[src/rtl/uac_pkg.sv]
// Shared widths, state codes and a helper function of the unbiased autocorrelation unit.
`timescale 1ns / 1ps
`default_nettype none

package uac_pkg;

   // Sample store depth and the fixed field widths.
   localparam int MAX_SAMPLES = 64;
   localparam int SAMPLE_W    = 16;
   localparam int LAG_W       = 7;
   localparam int ACF_W       = 33;

   // Derived datapath widths.
   localparam int COUNT_W   = $clog2(MAX_SAMPLES + 1);
   localparam int ADDR_W    = (MAX_SAMPLES > 1) ? $clog2(MAX_SAMPLES) : 1;
   localparam int SUM_W     = SAMPLE_W + COUNT_W - 1;
   localparam int DEV_W     = SAMPLE_W + COUNT_W + 1;
   localparam int PROD_W    = 2 * DEV_W;
   localparam int ACC_W     = PROD_W + COUNT_W;
   localparam int NSQ_W     = 2 * COUNT_W;
   localparam int DIVISOR_W = 3 * COUNT_W;
   localparam int REM_W     = DIVISOR_W + 1;
   localparam int STEP_W    = $clog2(ACF_W);

   // The factor 4/5 is applied as 820/1024, which is exact for counts up to 64.
   localparam int LAG_NUM   = 820;
   localparam int LAG_SHIFT = 10;

   // Sequencer states.
   typedef enum logic [2:0] {
      ST_LOAD,
      ST_SETUP,
      ST_MAC,
      ST_DRAIN,
      ST_DIV_START,
      ST_DIV_WAIT,
      ST_EMIT
   } state_type;

   // Status returned by the divider.
   typedef struct packed {
      logic busy;
      logic done;
   } div_status_type;

   // Highest lag computed for a block of n samples: floor(4n/5).
   function automatic logic [COUNT_W-1:0] max_lag_of(input logic [COUNT_W-1:0] n);
      logic [COUNT_W+LAG_SHIFT-1:0] scaled;
      scaled = (COUNT_W + LAG_SHIFT)'(n) * (COUNT_W + LAG_SHIFT)'(LAG_NUM);
      return scaled[LAG_SHIFT +: COUNT_W];
   endfunction

endpackage

`default_nettype wire

[src/rtl/uac_req_if.sv]
// Input channel interface carrying one sample per transaction.
`timescale 1ns / 1ps
`default_nettype none

interface uac_req_if;
   import uac_pkg::*;

   logic                       valid;
   logic                       ready;
   logic signed [SAMPLE_W-1:0] sample;
   logic                       is_last;

   modport source (output valid, output sample, output is_last, input ready);
   modport sink   (input valid, input sample, input is_last, output ready);
endinterface

`default_nettype wire

[src/rtl/uac_rsp_if.sv]
// Result channel interface carrying one autocorrelation lag per transaction.
`timescale 1ns / 1ps
`default_nettype none

interface uac_rsp_if;
   import uac_pkg::*;

   logic                    valid;
   logic                    ready;
   logic [LAG_W-1:0]        lag;
   logic signed [ACF_W-1:0] acf_value;
   logic                    dropped;
   logic                    last_lag;

   modport source (output valid, output lag, output acf_value, output dropped,
                   output last_lag, input ready);
   modport sink   (input valid, input lag, input acf_value, input dropped,
                   input last_lag, output ready);
endinterface

`default_nettype wire

[src/rtl/uac_divider.sv]
// Restoring divider, one quotient bit per cycle, truncating toward zero.
`timescale 1ns / 1ps
`default_nettype none

module uac_divider (
   input  wire logic                             clock,
   input  wire logic                             reset,
   input  wire logic                             start,
   input  wire logic signed [uac_pkg::ACC_W-1:0] dividend,
   input  wire logic [uac_pkg::DIVISOR_W-1:0]    divisor,
   output uac_pkg::div_status_type               status,
   output logic signed [uac_pkg::ACF_W-1:0]      quotient
);
   import uac_pkg::*;

   logic                 busy_ff, busy_in;
   logic                 done_ff, done_in;
   logic [STEP_W-1:0]    step_ff, step_in;
   logic                 neg_ff, neg_in;
   logic [REM_W-1:0]     rem_ff, rem_in;
   logic [ACF_W-1:0]     quo_ff, quo_in;
   logic [DIVISOR_W-1:0] den_ff, den_in;
   logic [ACC_W-1:0]     mag;
   logic [REM_W-1:0]     trial;

   // The quotient is known to fit in ACF_W bits, so the high dividend bits are
   // preloaded as the first partial remainder and only ACF_W steps remain.
   always_comb begin
      mag     = dividend[ACC_W-1] ? ACC_W'(-dividend) : ACC_W'(dividend);
      trial   = {rem_ff[DIVISOR_W-1:0], quo_ff[ACF_W-1]};
      busy_in = busy_ff;
      done_in = 1'b0;
      step_in = step_ff;
      neg_in  = neg_ff;
      rem_in  = rem_ff;
      quo_in  = quo_ff;
      den_in  = den_ff;
      if (start) begin
         busy_in = 1'b1;
         step_in = '0;
         neg_in  = dividend[ACC_W-1];
         rem_in  = REM_W'(mag >> ACF_W);
         quo_in  = mag[ACF_W-1:0];
         den_in  = divisor;
      end else if (busy_ff) begin
         if (trial >= {1'b0, den_ff}) begin
            rem_in = trial - {1'b0, den_ff};
            quo_in = {quo_ff[ACF_W-2:0], 1'b1};
         end else begin
            rem_in = trial;
            quo_in = {quo_ff[ACF_W-2:0], 1'b0};
         end
         step_in = step_ff + 1'b1;
         if (step_ff == STEP_W'(ACF_W - 1)) begin
            busy_in = 1'b0;
            done_in = 1'b1;
         end
      end
   end

   // Control registers.
   always_ff @(posedge clock) begin
      if (reset) begin
         busy_ff <= 1'b0;
         done_ff <= 1'b0;
      end else begin
         busy_ff <= busy_in;
         done_ff <= done_in;
      end
   end

   // Datapath registers.
   always_ff @(posedge clock) begin
      step_ff <= step_in;
      neg_ff  <= neg_in;
      rem_ff  <= rem_in;
      quo_ff  <= quo_in;
      den_ff  <= den_in;
   end

   // Restore the sign of the truncated quotient.
   assign quotient    = neg_ff ? -$signed(quo_ff) : $signed(quo_ff);
   assign status.busy = busy_ff;
   assign status.done = done_ff;

endmodule

`default_nettype wire

[src/rtl/unbiased_autocorrelation_unit.sv]
// Top level: sample store, lag sequencer, shared multiply-accumulate and divider.
//
//   Channel  Direction  Transaction carries
//   req_ch   in         sample (Q8.8), is_last
//   rsp_ch   out        lag, acf_value (Q16.16), dropped, last_lag
//
// A sample that is not marked last is taken as soon as it is offered.
// On the last sample, each lag k runs (n-k) products through the shared multiplier,
// then the pipeline drains, the bit-serial divider is started and run, and the
// result transaction is offered.
// req_ch.ready is low from the last sample until the final result is taken;
// a stalled result holds the sequencer in place. Synchronous reset empties the block.
`timescale 1ns / 1ps
`default_nettype none

module unbiased_autocorrelation_unit (
   input wire logic clock,
   input wire logic reset,
   uac_req_if.sink   req_ch,
   uac_rsp_if.source rsp_ch
);
   import uac_pkg::*;

   state_type               state_ff, state_in;
   logic [COUNT_W-1:0]      count_ff, count_in;
   logic signed [SUM_W-1:0] sum_ff, sum_in;
   logic                    ovf_ff, ovf_in;
   logic [COUNT_W-1:0]      idx_ff, idx_in;
   logic [COUNT_W-1:0]      lag_ff, lag_in;
   logic [COUNT_W-1:0]      max_lag_ff, max_lag_in;
   logic [NSQ_W-1:0]        nsq_ff, nsq_in;
   logic signed [ACC_W-1:0] acc_ff, acc_in;

   logic                    p1_ff, p2_ff, p3_ff;
   logic signed [SAMPLE_W-1:0] rd_a_ff, rd_b_ff;
   logic signed [DEV_W-1:0] dev_a_ff, dev_b_ff;
   logic signed [PROD_W-1:0] prod_ff;

   logic                    rsp_valid_ff, rsp_valid_in;
   logic [LAG_W-1:0]        rsp_lag_ff;
   logic signed [ACF_W-1:0] rsp_acf_ff;
   logic                    rsp_dropped_ff;
   logic                    rsp_last_ff;
   logic                    capture;

   logic signed [SAMPLE_W-1:0] store [MAX_SAMPLES];
   logic                    store_we;
   logic                    issue;
   logic [ADDR_W-1:0]       addr_a, addr_b;
   logic [COUNT_W-1:0]      span;
   logic signed [COUNT_W:0] n_signed;

   logic                    div_start;
   logic [DIVISOR_W-1:0]    div_divisor;
   div_status_type          div_status;
   logic signed [ACF_W-1:0] div_quotient;

   logic                    req_fire, rsp_fire;

   assign req_fire = req_ch.valid && req_ch.ready;
   assign rsp_fire = rsp_valid_ff && rsp_ch.ready;
   assign span     = count_ff - lag_ff;
   assign n_signed = signed'({1'b0, count_ff});
   assign addr_a   = idx_ff[ADDR_W-1:0];
   assign addr_b   = ADDR_W'(idx_ff + lag_ff);
   assign div_divisor = DIVISOR_W'(nsq_ff) * DIVISOR_W'(span);

   // Sequencer: next state and control.
   always_comb begin
      state_in     = state_ff;
      count_in     = count_ff;
      sum_in       = sum_ff;
      ovf_in       = ovf_ff;
      idx_in       = idx_ff;
      lag_in       = lag_ff;
      max_lag_in   = max_lag_ff;
      nsq_in       = nsq_ff;
      acc_in       = p3_ff ? acc_ff + ACC_W'(prod_ff) : acc_ff;
      rsp_valid_in = rsp_valid_ff;
      store_we     = 1'b0;
      issue        = 1'b0;
      div_start    = 1'b0;
      capture      = 1'b0;
      req_ch.ready = 1'b0;
      case (state_ff)
         ST_LOAD: begin
            req_ch.ready = 1'b1;
            if (req_ch.valid) begin
               if (count_ff < COUNT_W'(MAX_SAMPLES)) begin
                  store_we = 1'b1;
                  count_in = count_ff + 1'b1;
                  sum_in   = sum_ff + SUM_W'(req_ch.sample);
               end else begin
                  ovf_in = 1'b1;
               end
               if (req_ch.is_last) begin
                  state_in = ST_SETUP;
               end
            end
         end
         ST_SETUP: begin
            nsq_in     = NSQ_W'(count_ff) * NSQ_W'(count_ff);
            max_lag_in = max_lag_of(count_ff);
            lag_in     = '0;
            idx_in     = '0;
            acc_in     = '0;
            state_in   = ST_MAC;
         end
         ST_MAC: begin
            issue  = 1'b1;
            idx_in = idx_ff + 1'b1;
            if (idx_ff == span - 1'b1) begin
               state_in = ST_DRAIN;
            end
         end
         ST_DRAIN: begin
            if (!p1_ff && !p2_ff && !p3_ff) begin
               state_in = ST_DIV_START;
            end
         end
         ST_DIV_START: begin
            div_start = 1'b1;
            state_in  = ST_DIV_WAIT;
         end
         ST_DIV_WAIT: begin
            if (div_status.done) begin
               capture      = 1'b1;
               rsp_valid_in = 1'b1;
               state_in     = ST_EMIT;
            end
         end
         ST_EMIT: begin
            if (rsp_ch.ready) begin
               rsp_valid_in = 1'b0;
               if (lag_ff == max_lag_ff) begin
                  count_in = '0;
                  sum_in   = '0;
                  ovf_in   = 1'b0;
                  state_in = ST_LOAD;
               end else begin
                  lag_in   = lag_ff + 1'b1;
                  idx_in   = '0;
                  acc_in   = '0;
                  state_in = ST_MAC;
               end
            end
         end
         default: begin
            state_in = ST_LOAD;
         end
      endcase
   end

   // Control registers.
   always_ff @(posedge clock) begin
      if (reset) begin
         state_ff     <= ST_LOAD;
         count_ff     <= '0;
         sum_ff       <= '0;
         ovf_ff       <= 1'b0;
         p1_ff        <= 1'b0;
         p2_ff        <= 1'b0;
         p3_ff        <= 1'b0;
         rsp_valid_ff <= 1'b0;
      end else begin
         state_ff     <= state_in;
         count_ff     <= count_in;
         sum_ff       <= sum_in;
         ovf_ff       <= ovf_in;
         p1_ff        <= issue;
         p2_ff        <= p1_ff;
         p3_ff        <= p2_ff;
         rsp_valid_ff <= rsp_valid_in;
      end
   end

   // Sequencer datapath registers.
   always_ff @(posedge clock) begin
      idx_ff     <= idx_in;
      lag_ff     <= lag_in;
      max_lag_ff <= max_lag_in;
      nsq_ff     <= nsq_in;
      acc_ff     <= acc_in;
   end

   // Sample store: one write port while loading, two registered read ports.
   always_ff @(posedge clock) begin
      if (store_we) begin
         store[count_ff[ADDR_W-1:0]] <= req_ch.sample;
      end
      rd_a_ff <= store[addr_a];
      rd_b_ff <= store[addr_b];
   end

   // Shared multiply-accumulate pipeline: deviations n*x - S, then their product.
   always_ff @(posedge clock) begin
      dev_a_ff <= DEV_W'(n_signed) * DEV_W'(rd_a_ff) - DEV_W'(sum_ff);
      dev_b_ff <= DEV_W'(n_signed) * DEV_W'(rd_b_ff) - DEV_W'(sum_ff);
      prod_ff  <= PROD_W'(dev_a_ff) * PROD_W'(dev_b_ff);
   end

   // Each lag sum is divided by n*n*(n-k).
   uac_divider u_divider (
      .clock    (clock),
      .reset    (reset),
      .start    (div_start),
      .dividend (acc_ff),
      .divisor  (div_divisor),
      .status   (div_status),
      .quotient (div_quotient)
   );

   // Result register, held until the transaction completes.
   always_ff @(posedge clock) begin
      if (capture) begin
         rsp_lag_ff     <= LAG_W'(lag_ff);
         rsp_acf_ff     <= div_quotient;
         rsp_dropped_ff <= ovf_ff;
         rsp_last_ff    <= (lag_ff == max_lag_ff);
      end
   end

   assign rsp_ch.valid     = rsp_valid_ff;
   assign rsp_ch.lag       = rsp_lag_ff;
   assign rsp_ch.acf_value = rsp_acf_ff;
   assign rsp_ch.dropped   = rsp_dropped_ff;
   assign rsp_ch.last_lag  = rsp_last_ff;

   // A result is never offered while samples are being taken.
   a_no_overlap: assert property (@(posedge clock) disable iff (reset)
      !(rsp_valid_ff && req_ch.ready))
      else $error("Result offered while the input channel is ready.");

   // The sample count never passes the store depth.
   a_count_bound: assert property (@(posedge clock) disable iff (reset)
      count_ff <= COUNT_W'(MAX_SAMPLES))
      else $error("Sample count exceeds the store depth.");

   // Lags stay within the computed range, and all stored reads are below the count.
   a_lag_bound: assert property (@(posedge clock) disable iff (reset)
      (state_ff == ST_MAC) |-> (lag_ff <= max_lag_ff && idx_ff + lag_ff < count_ff))
      else $error("Lag or store index out of range.");

   // The divider is idle whenever a new division starts.
   a_div_idle: assert property (@(posedge clock) disable iff (reset)
      div_start |-> !div_status.busy)
      else $error("Divider started while busy.");

   // Taking the final result returns the block to loading with an empty store.
   a_block_end: assert property (@(posedge clock) disable iff (reset)
      (rsp_fire && rsp_last_ff) |=> (state_ff == ST_LOAD && count_ff == '0 && !ovf_ff))
      else $error("Block did not restart after its final result.");

endmodule

`default_nettype wire

[src/flat_wrapper.sv]
// flat-port wrapper written by rule: the top's interface ports become plain ports
module unbiased_autocorrelation_unit_flat import uac_pkg::*;
  (clock, reset, req_ch_valid, req_ch_sample, req_ch_is_last, req_ch_ready, rsp_ch_valid, rsp_ch_lag, rsp_ch_acf_value, rsp_ch_dropped, rsp_ch_last_lag, rsp_ch_ready);
  uac_req_if req_ch_i ();
  uac_rsp_if rsp_ch_i ();
  input wire logic clock;
  input wire logic reset;
  input wire logic [$bits(req_ch_i.valid)-1:0] req_ch_valid;
  input wire logic [$bits(req_ch_i.sample)-1:0] req_ch_sample;
  input wire logic [$bits(req_ch_i.is_last)-1:0] req_ch_is_last;
  output wire logic [$bits(req_ch_i.ready)-1:0] req_ch_ready;
  output wire logic [$bits(rsp_ch_i.valid)-1:0] rsp_ch_valid;
  output wire logic [$bits(rsp_ch_i.lag)-1:0] rsp_ch_lag;
  output wire logic [$bits(rsp_ch_i.acf_value)-1:0] rsp_ch_acf_value;
  output wire logic [$bits(rsp_ch_i.dropped)-1:0] rsp_ch_dropped;
  output wire logic [$bits(rsp_ch_i.last_lag)-1:0] rsp_ch_last_lag;
  input wire logic [$bits(rsp_ch_i.ready)-1:0] rsp_ch_ready;
  assign req_ch_i.valid = req_ch_valid;
  assign req_ch_i.sample = req_ch_sample;
  assign req_ch_i.is_last = req_ch_is_last;
  assign req_ch_ready = req_ch_i.ready;
  assign rsp_ch_valid = rsp_ch_i.valid;
  assign rsp_ch_lag = rsp_ch_i.lag;
  assign rsp_ch_acf_value = rsp_ch_i.acf_value;
  assign rsp_ch_dropped = rsp_ch_i.dropped;
  assign rsp_ch_last_lag = rsp_ch_i.last_lag;
  assign rsp_ch_i.ready = rsp_ch_ready;
  unbiased_autocorrelation_unit u_core (.clock(clock), .reset(reset), .req_ch(req_ch_i), .rsp_ch(rsp_ch_i));
endmodule
[config.mk]
export PLATFORM = sky130hd
export DESIGN_NAME = unbiased_autocorrelation_unit_flat
export DESIGN_NICKNAME = d
export VERILOG_FILES = /design/src/rtl/uac_pkg.sv /design/src/rtl/uac_req_if.sv /design/src/rtl/uac_rsp_if.sv /design/src/rtl/uac_divider.sv /design/src/rtl/unbiased_autocorrelation_unit.sv /design/src/flat_wrapper.sv
export SDC_FILE = /design/constraint.sdc
export NUM_CORES = 2
export LEC_CHECK = 0
export ABC_AREA = 1
export BUFFER_PORTS_ARGS = -buffer_cell sky130_fd_sc_hd__buf_2
export CAP_MARGIN = 20
export CORE_ASPECT_RATIO = 0.7
export CORE_MARGIN = 10
export CORE_UTILIZATION = 59
export DETAILED_ROUTE_END_ITERATION = 10
export PLACE_DENSITY = 0.74
export RECOVER_POWER = 100
export SKIP_CTS_REPAIR_TIMING = 1
export SLEW_MARGIN = 20
export SYNTH_ARGS = -nofsm -noshare
export SYNTH_HDL_FRONTEND = slang
export SYNTH_SLANG_ARGS = --single-unit
[constraint.sdc]
create_clock -name clock -period 6.75 [get_ports clock]
set_clock_uncertainty 0.1 [all_clocks]
set_input_delay 1.0125 -clock clock [delete_from_list [all_inputs] [get_ports clock]]
set_output_delay 1.0125 -clock clock [all_outputs]
set_load 0.03 [all_outputs]
==> results.cfg <==
[global_routing]
grt_pass1_wl_um = 533500
antenna_found_initial = 12
grt_usage = 0.3483
grt_max_degree = 234
grt_pass1_vias = 88060
grt_overflow_total = 0

[logic_synthesis]
synth_top_flop_cell = edfxtp_1
seq_area_frac_synth = 0.3724
synth_edf_count = 1176
ys_ff_latch = 1404
netlist_instances = 12280
async_reset_ff_frac = 0
synthesis.area_um2 = 107100
synth.distinct_cells = 56
ys_warn_count = 0
syn_avg_cell_area_um2 = 8.720

[die]
ios = 65
dieHeight_um = 376.4
start_util = 0.5952
die_w_um = 529.2
row_count = 130
dieArea_um2 = 199200
core_um2 = 179900

[detailed_routing]
detail_route.wl_per_cell_um = 24.09
drt_first_iter_violations = 14470
via_count = 91180
finalWirelength_um = 355300
remaining_drc_errors = 1
firstDrtPassIters = 11
final_antenna_net_count = 0
viasPerCell = 6.183

[finish]
final_cell_mix = inv_1, nand2_1, o21ai_0
fillers = 14880
area_delta_synth_final_pct = 8.212
drive_gt1_frac = 0.04966
seqCellArea_um2 = 39910
final_common_cell = inv_1
layout.nets = 13640
multi_input_area_um2 = 56810

[clock_tree]
clk_pin_slew_worst_paths_ns = 0.06
clock_latency_ns = 0.86
cts_made_buffers = 144
cts_root_buf = clkbuf_16
clockBufferDepth = 3
clkSinkCount = 1404
cts_tree = built
cts_max_level = 4

[sta]
max_freq_ghz = 0.1440
tightest_slew_ns = 4.033
holdWs_ns = 0.3444
final.setup.tns_ns = -0.5863
rsz0062_at_grt = yes
setup_ws_ns = -0.1956
setup_viol = 4
fin_crit_ns = 6.946
hold_viol_final = 0
relSlewSlack = -1.689
fin_crit_sh = 1.029
maxSlewViolCount = 2121

[critical_path]
crit_type = reg2reg
crit_path_max_fanout = 74
r2r_cells = 11
cp-start-kind = flop
critical_path_required_ns = 7.33
arrival_ns = 7.53
end_kind = flop

[hold_path]
min_path_cells = 2
hp-class = reg2reg

[placement]
dp.final_hpwl_um = 249100
io_buffers = 64
routabilityCongestion = 1.040

[run_status]
violations = DRC, capacitance limit, slew limit, setup timing
status = finished, violations left

[run]
cap_violations = 51
## final cells by class
| cell class | instances | area share |
|---|---|---|
| clock buffer | 171 | 0.03223 |
| inverter | 2206 | 0.07159 |
| sequential | 1404 | 0.3444 |
| timing repair buffer | 427 | 0.02696 |
| multi-input combinational | 8067 | 0.4903 |
| antenna | 8 | 0.0001728 |
| clock inverter | 89 | 0.008660 |
| tap | 2376 | 0.02566 |
## stage by stage
step	setup slack, ns	cells	utilization	instance area, um2
final	-0.1956	14750	0.6441	115900
after global placement	-0.02971	14480	0.6190	111400
after global routing	-0.04239	14740	0.6440	115900
after floorplan	0.1628	12290	-	107100
after detailed placement	-0.06641	14480	0.6190	111400
after CTS	-0.1380	14740	0.6454	116100
## critical path, stage by stage (launching register included)
cell and delay (ns):
edfxtp_1 0.38, clkbuf_1 0.46, ha_4 0.22, fa_2 0.79
inv_1 0.55, clkbuf_2 1.92, o21ai_0 0.33, o21ai_0 0.27
nor2_1 0.09, a311oi_1 0.61, o21ai_0 0.51, a21oi_1 0.43
## sequential cells by signal, summed over array words and instances (netlist names), 16 cells and up
signal	cells
u_core.acc_ff	55
u_core.dev_a_ff	24
u_core.dev_b_ff	24
u_core.prod_ff	48
u_core.rd_a_ff	16
u_core.rd_b_ff	16
u_core.rsp_ch.acf_value	33
u_core.store	1024
u_core.sum_ff	22
u_core.u_divider.den_ff	21
u_core.u_divider.quo_ff	33
u_core.u_divider.rem_ff	21
## synth_stat cells (26+ instances only)
| cell type | instances | area share |
|---|---|---|
| nand2_1 | 1921 | 0.067 |
| edfxtp_1 | 1176 | 0.33 |
| nor3_1 | 48 | 0.0022 |
| nor4_1 | 29 | 0.0017 |
| buf_1 | 56 | 0.0020 |
| or2_2 | 30 | 0.0018 |
| clkbuf_1 | 453 | 0.016 |
| o21ai_0 | 1252 | 0.059 |
| o211ai_1 | 363 | 0.025 |
| ha_1 | 461 | 0.054 |
| xor2_1 | 162 | 0.013 |
| nand4_1 | 57 | 0.0033 |
| o311ai_0 | 26 | 0.0021 |
| buf_2 | 99 | 0.0046 |
| inv_1 | 2192 | 0.077 |
| xnor2_1 | 85 | 0.0070 |
| nor2_1 | 891 | 0.031 |
| a21oi_1 | 999 | 0.047 |
| dfxtp_1 | 228 | 0.043 |
| o21ai_1 | 38 | 0.0018 |
| nand3_1 | 570 | 0.027 |
| fa_1 | 904 | 0.17 |
| a31oi_1 | 45 | 0.0026 |
## metal layers
| layer | global-route usage | wire length, um | vias to the layer above |
|---|---|---|---|
| li1 | - | - | 40220 |
| met1 | 0.5101 | 142500 | 43450 |
| met2 | 0.4640 | 139100 | 6564 |
| met3 | 0.1487 | 60700 | 933 |
| met4 | 0.1064 | 12710 | 12 |
| met5 | 0.004363 | 270 | - |
## cells by family after synthesis
family                   share of synthesized area
buffers and inverters                      0.09980
AND/OR/NAND/NOR                             0.1364
XOR/XNOR                                   0.02051
other                                   0.00007013
adder cells (fa/ha/maj)                     0.2229
flip-flops                                  0.3724
AO/OA/AOI/OAI                               0.1479
## path summary, 6_finish.rpt
| check | startpoint | to | slack, ns |
|---|---|---|---|
| hold / removal | u_core.p2_ff$_SDFF_PP0_ | u_core.p3_ff$_SDFF_PP0_ | 0.34 |
| setup / recovery | u_core.lag_ff[0]$_SDFFCE_PN0P_ | u_core.rd_b_ff[5]$_DFF_P_ | -0.20 |
| setup reg to reg | u_core.lag_ff[0]$_SDFFCE_PN0P_ | u_core.rd_b_ff[5]$_DFF_P_ | -0.20 |
| hold reg to reg | u_core.p2_ff$_SDFF_PP0_ | u_core.p3_ff$_SDFF_PP0_ | 0.34 |
Power is not shown: default switching activity piles up to over one toggle a cycle in this logic, so the estimate is an artifact.
